### src/rtl/icf_pkg.sv
`default_nettype none
package icf_pkg;

    // Input item kinds carried in tuser.
    localparam logic CMD_SAMPLE = 1'b0;
    localparam logic CMD_DRAIN  = 1'b1;

    // Kernel choices.
    localparam logic [1:0] MODE_BOX     = 2'd0;
    localparam logic [1:0] MODE_LAPLACE = 2'd1;
    localparam logic [1:0] MODE_SHARPEN = 2'd2;

    // Configuration register indexes.
    localparam logic [2:0] REG_FILTER_MODE  = 3'd0;
    localparam logic [2:0] REG_IMAGE_WIDTH  = 3'd1;
    localparam logic [2:0] REG_IMAGE_HEIGHT = 3'd2;
    localparam logic [2:0] REG_MAX_COLOR    = 3'd3;
    localparam logic [2:0] REG_COLOR_MODE   = 3'd4;

    // Reciprocal of 9 scaled by 2^23, exact for sums below 2^20.
    localparam logic [19:0] RECIP9       = 20'd932068;
    localparam int          RECIP9_SHIFT = 23;

    // One column of the 3x3 window, top row first.
    typedef struct packed {
        logic [15:0] top;
        logic [15:0] mid;
        logic [15:0] bot;
    } column_t;

    // Per-request control carried from the input stage to the window stage.
    typedef struct packed {
        logic have;    // request produces a result
        logic row0_ok; // row above lies inside the frame
        logic row2_ok; // row below lies inside the frame
        logic col0_ok; // left column lies inside the frame
        logic col2_ok; // right column lies inside the frame
        logic last;    // final result of the frame
    } tap_ctrl_t;

endpackage
`default_nettype wire

### src/rtl/icf_tap_cell.sv
`default_nettype none
// One window column cell: takes its neighbor's column on every shift.
module icf_tap_cell (
    input  wire              aclk,
    input  wire              shift,
    input  icf_pkg::column_t col_in,
    output icf_pkg::column_t col_out
);

    icf_pkg::column_t col_reg;
    icf_pkg::column_t col_next;

    always_comb begin
        col_next = shift ? col_in : col_reg;
    end

    always_ff @(posedge aclk) begin
        col_reg <= col_next;
    end

    assign col_out = col_reg;

endmodule
`default_nettype wire

### config.mk
export PLATFORM = sky130hd
export DESIGN_NAME = icf_tap_cell
export DESIGN_NICKNAME = d
export VERILOG_FILES = /design/src/rtl/icf_pkg.sv /design/src/rtl/icf_tap_cell.sv
export SDC_FILE = /design/constraint.sdc
export NUM_CORES = 1
export LEC_CHECK = 0
export BUFFER_PORTS_ARGS = -buffer_cell sky130_fd_sc_hd__buf_2
export CAP_MARGIN = 15
export CELL_PAD_IN_SITES_DETAIL_PLACEMENT = 1
export CELL_PAD_IN_SITES_GLOBAL_PLACEMENT = 1
export CORE_ASPECT_RATIO = 1.4
export CORE_MARGIN = 2
export CORE_UTILIZATION = 29
export CTS_CLUSTER_DIAMETER = 50
export CTS_CLUSTER_SIZE = 8
export DETAILED_ROUTE_END_ITERATION = 16
export GPL_TIMING_DRIVEN = 0
export HOLD_SLACK_MARGIN = 0.02
export PLACE_DENSITY = 0.83
export SYNTH_ARGS = -nofsm -noshare
export SYNTH_HDL_FRONTEND = slang
export SYNTH_SLANG_ARGS = --single-unit
export TNS_END_PERCENT = 50
### constraint.sdc
create_clock -name aclk -period 0.8 [get_ports aclk]
set_input_delay 0.16 -clock aclk [delete_from_list [all_inputs] [get_ports aclk]]
set_output_delay 0.16 -clock aclk [all_outputs]
set_load 0.01 [all_outputs]
==> results of run 1 <==
[per-layer routing]
| metal | routed length [um] | vias up | global-route usage | part of all wire |
|---|---|---|---|---|
| li1 | - | 405 | - | - |
| met1 | 835 | 421 | 0.0868 | 0.29 |
| met2 | 1800 | 51 | 0.209 | 0.62 |
| met3 | 251 | 4 | 0.0543 | 0.086 |
| met4 | 31 | 0 | 0.0593 | 0.011 |
| met5 | 0 | - | 0 | 0 |
[placed cells by master, fill, tap and decap left out]
master | netlist | layout
buf_2 | 0 | 96
edfxtp_1 | 48 | 48
clkbuf_8 | 0 | 5
dlygate4sd3_1 | 0 | 3
clkbuf_1 | 0 | 1
clkinv_2 | 0 | 1
buf_4 | 0 | 1
[area by class of cell]
class,count,area share
flip-flops and latches,48,0.681
clock inverters,1,0.00236
well taps,64,0.0378
clock buffers,6,0.0343
repair buffers,100,0.245
[power by group through the flow]
stage          Clock (uW)  Combinational, uW  Sequential, uW
3_5_place_dp            0                460            3090
6_report             1300                460            3030
2_1_floorplan           0                  0            3210
4_1_cts              1350                462            3030
3_3_place_gp            0                445            3080
5_1_grt              1450                500            3050
[stage by stage]
step / hold slack [ns] / cell area, um2 / power (uW) / instances / setup WS [ns]
global route: 0.0207 / 2120 / 5000 / 219 / -0.245
detailed placement: 0.338 / 2010 / 3550 / 209 / -0.556
floorplan: 0.259 / 1440 / 3210 / 48 / 0.246
global placement: 0.336 / 2010 / 3520 / 209 / -0.515
finish: 0.0407 / 2120 / 4790 / 219 / -0.176
CTS: 0.0291 / 2090 / 4850 / 216 / -0.210
[cell families (layout without fill, tap and decap cells)]
| logic type | Yosys count | in the layout |
|---|---|---|
| buffers and inverters | 0 | 107 |
| flip-flops | 48 | 48 |
[what timing repair did]
| item | 4_1_cts | 5_1_grt |
|---|---|---|
| endpoints found under the setup margin | 96 | 48 |
| hold buffers | 0 | 3 |
| hold endpoints to repair | 0 | 3 |
| setup buffers | 0 | 0 |
| gates resized for setup | 1 | 0 |
| pin swaps | 0 | 0 |
[path summary, 6_finish.rpt]
check / from / to / slack (ns) / cells after the start
setup / recovery: col_out[15] / col_out[15] / -0.18 / 1
hold / removal: col_in[12] / col_out[12] / 0.04 / 1
==> run_results.csv, run 1 <==
group,metric,value,unit
cts,tritoncts,"yes",
logic_synthesis,synth.cell_area,1440,um2
floorplanning,start_util,0.300,
pwr,p_per_area,2260,nW/um2
worst_setup_path,crit_chain,"buf_2",
timing,period_share,1.22,
logic_synthesis,synth_area_leaders,"edfxtp_1 100%",
cts,cts-buffers-inserted,5,
global_route,grt_pass1_vias,899,
placed_design,io_buffers,97,
cts,root_buffer,"clkbuf_8",
worst_setup_path,cp.required,0.64,ns
timing,grt_setup_unrepaired,"true",
logic_synthesis,synth_mux_area_frac,0,
logic_synthesis,yosysUniqueCellTypes,1,
cts,cts.sinks,48,
logic_synthesis,ys_seq_area_frac,1.00,
floorplanning,dieArea,5560,um2
detailed_routing,drt_pass1_iterations,4,
detailed_routing,wl_per_cell,13.3,um
timing,fin_ws,-0.176,ns
detailed_routing,finalWirelength,2.91,mm
logic_synthesis,synthArstFlopShare,0,
outcome,status,"finished, violations left",
pwr,pwr-share-seq,0.633,
pwr,combPwrFrac,0.096,
pwr,total_leakage_power,0.000906,uW
worst_setup_path,cp.arrival,0.82,ns
global_route,grtUsageTotal,0.109,
flow_run,cap_violations,0,
logic_synthesis,ys_seq_elements,48,
logic_synthesis,synth_compound_area_frac,0,
timing,min_period,0.976,ns
logic_synthesis,synth_adder_area_share,0,
worst_setup_path,slowest_delay,0.38,ns
global_route,grt_antenna_before_repair,0,
global_route,grt_pass1_wl,4.31,mm
cells_and_area,n_antenna_cell,0,
logic_synthesis,synth_edf_count,48,
global_route,overflow,0,
floorplanning,core-area,4800,um2
cells_and_area,multi_input_area,0,um2
worst_setup_path,crit_slowest_cell,"edfxtp_1",
detailed_routing,routed_via_density,4.02,
timing,finalSetupViolCount,48,
worst_setup_path,path_max_fanout,1,
floorplanning,die_h,87.4,um
pwr,switching_share,0.207,
logic_synthesis,ys_warn_count,0,
floorplanning,core.rowCount,30,
pwr,vdd_drop_max,0.000995,V
cells_and_area,drive_gt1_frac,0.665,
worst_setup_path,timing.critical_path.buf_inv,1,
logic_synthesis,synth_cells,48,
timing,tightest_slew,0.584,ns
logic_synthesis,synthesis.nets,98,
outcome,violations,"negative setup slack",
floorplanning,ios,98,
cells_and_area,regArea,1440,um2
worst_setup_path,worst-setup-path-type,"reg -> out",
pwr,p_int,3800,uW
cells_and_area,nets,205,
logic_synthesis,synth_xor_area_frac,0,
detailed_routing,drtAntennaViolNets,0,
logic_synthesis,synth_most_common_cell,"edfxtp_1",
min_path,hold_class,"in -> reg",
cells_and_area,largest_reg_flops,48,
detailed_routing,drc,0,
cells_and_area,final_util,0.441,
cts,cts_buffer_depth,2,
global_route,grt_max_degree,49,
cells_and_area,multi_input_gates,0,
worst_setup_path,end_kind,"output port",
logic_synthesis,yosysTopAreaCell,"edfxtp_1",
detailed_routing,vias,881,
timing,slew_headroom,0.610,
detailed_routing,drtIter0Drc,19,
timing,max_freq,1030,MHz
logic_synthesis,netlist_top_cells_count,"48 x edfxtp_1",
worst_setup_path,startpoint_type,"flip-flop",
timing,finalHoldViolations,0,
cts,clkTransAtPathRegs,0.08,ns
timing,setup-tns-final,-7.47,ns
logic_synthesis,synth_simple_gate_area_frac,0,
logic_synthesis,avgSynthCellArea,30.0,um2
cells_and_area,syn2layout_area_growth,46.9,%
logic_synthesis,synth_ff_type,"edfxtp_1",
logic_synthesis,synth_top_area_share,1.00,
cts,h-tree-depth,2,
timing,slew_violations,0,
worst_setup_path,critPathTopFamily,"flip-flops",
pwr,p_sw,990,uW
floorplanning,die_w,63.6,um
cells_and_area,num-fill-cells,532,
placed_design,gp_congestion,0.634,
pwr,pwr-share-clk,0.271,
No activity file was read; power rests on OpenSTA's default activity.
==> inputs of run 2 (changes only) <==
- BUFFER_PORTS_ARGS: -buffer_cell sky130_fd_sc_hd__buf_2 -> not set
- CORE_UTILIZATION: 29 -> 42
- DONT_BUFFER_PORTS: not set -> 1
- PLACE_DENSITY: 0.83 -> 0.79
==> run 2 against run 1 <==
- the run ends with negative hold slack, negative setup slack left
- critical path type unchanged
- largest cell class unchanged
- combinational power is 59% lower
- total power is 4.6% higher
- via count is 23% lower
- maximum frequency is 8.3% higher
- core utilization is 19 points higher
- highest routed layer unchanged
- cell area is 1.6% lower
- setup slack better by 0.075 ns
==> run_results.csv, run 2 (synthesis gave the netlist of run 1 again) <==
group,metric,value,unit
min_path,hold_class,"in -> reg",
floorplanning,die_h,73.3,um
timing,min_period,0.901,ns
cells_and_area,multi_input_gates,0,
cts,tritoncts,"yes",
floorplanning,core-area,3320,um2
outcome,status,"finished, violations left",
placed_design,io_buffers,0,
global_route,overflow,0,
cells_and_area,regArea,1440,um2
floorplanning,start_util,0.435,
timing,slew_headroom,0.904,
pwr,total_leakage_power,0.000726,uW
global_route,grtUsageTotal,0.138,
timing,period_share,1.13,
detailed_routing,drtIter0Drc,18,
pwr,vdd_drop_max,0.00168,V
timing,slew_violations,0,
floorplanning,ios,98,
cts,holdBufCountCts,48,
cts,clkTransAtPathRegs,0.08,ns
timing,max_freq,1110,MHz
worst_setup_path,worst-setup-path-type,"reg -> out",
worst_setup_path,cp.required,0.64,ns
cts,cts-resized-gates,0,
worst_setup_path,setup.worst_path.end,"col_out[11]",
cells_and_area,layout_common_cells,"48 x edfxtp_1, 48 x dlygate4sd3_1, 5 x clkbuf_8",
global_route,grt_pass1_wl,3.53,mm
detailed_routing,routed-wl-met3,245,um
cells_and_area,largest_reg_flops,48,
detailed_routing,dr_wl_met2,1.53,mm
worst_setup_path,crit_start,"col_out[11]",
timing,grt_setup_unrepaired,"true",
detailed_routing,finalWirelength,2.63,mm
detailed_routing,drtAntennaViolNets,0,
placed_design,gp_congestion,0.572,
detailed_routing,vias,679,
global_route,grt_antenna_before_repair,0,
cts,cts.sinks,48,
cells_and_area,syn2layout_area_growth,44.5,%
worst_setup_path,path_depth,0,
cells_and_area,n_antenna_cell,0,
timing,holdWs,-0.0216,ns
floorplanning,dieArea,3920,um2
timing,tightest_slew,0.145,ns
detailed_routing,top_layer,"met4",
worst_setup_path,cp.arrival,0.74,ns
floorplanning,die_w,53.5,um
timing,fin_ws,-0.101,ns
worst_setup_path,path_max_fanout,1,
worst_setup_path,startpoint_type,"flip-flop",
pwr,p_per_area,2400,nW/um2
floorplanning,core.rowCount,25,
cells_and_area,drive_gt1_frac,0.0673,
cells_and_area,nets,153,
cts,cts-buffers-inserted,5,
detailed_routing,drt_pass1_iterations,3,
global_route,grt_max_degree,49,
flow_run,cap_violations,0,
timing,setup-tns-final,-3.93,ns
worst_setup_path,end_kind,"output port",
cts,h-tree-depth,2,
cts,cts_buffer_depth,2,
detailed_routing,wl_met1,809,um
cts,postCtsSetupRepairBufs,0,
cells_and_area,num-fill-cells,280,
cells_and_area,multi_input_area,0,um2
detailed_routing,drc,0,
global_route,grt_pass1_vias,726,
timing,finalSetupViolCount,48,
timing,finalHoldViolations,18,
detailed_routing,wl_per_cell,18.2,um
cts,root_buffer,"clkbuf_8",
outcome,violations,"negative hold slack, negative setup slack",
detailed_routing,routed_via_density,4.72,
-- run 2: layout make-up --
type | instances | share of cell area
sequential | 48 | 0.692
clock buffer | 5 | 0.0330
timing repair buffer | 48 | 0.231
tap | 40 | 0.0240
clock inverter | 3 | 0.0204
-- run 2: metal layers --
metal | GRT usage | up-vias
li1 | - | 303
met1 | 0.113 | 316
met2 | 0.244 | 56
met3 | 0.0671 | 4
met4 | 0.0940 | 0
met5 | 0 | -
-- run 2: worst min path at each step --
| stage | from | cells after the start | endpoint | slack [ns] |
|---|---|---|---|---|
| after CTS | shift | 0 | col_out[21] | -0.04 |
| after global placement | col_in[25] | 0 | col_out[25] | 0.26 |
| after detailed placement | col_in[39] | 0 | col_out[39] | 0.26 |
| final | shift | 0 | col_out[22] | -0.02 |
| after floorplan | col_in[0] | 0 | col_out[0] | 0.26 |
| after global routing | shift | 0 | col_out[25] | -0.04 |
-- run 2: report_power, final --
| part | switching (uW) | internal [uW] | leakage [uW] |
|---|---|---|---|
| clock network | 719 | 924 | 0.0000558 |
| logic | 33.4 | 155 | 0.000200 |
| registers | 176 | 3000 | 0.000470 |
-- run 2: repair_timing --
action,CTS,global route
hold endpoints to repair,96,48
gates cloned,0,0
endpoints found under the setup margin,48,48
-- run 2: per-stage QoR --
stage	instances	total power, uW	cell area [um2]	setup WS [ns]	util
finish	144	5010	2080	-0.101	0.628
global route	144	5180	2080	-0.136	0.628
CTS	144	5080	2080	-0.121	0.628
detailed placement	88	3240	1490	0.216	0.450
global placement	88	3230	1490	0.225	0.450
floorplan	48	3210	1440	0.246	-
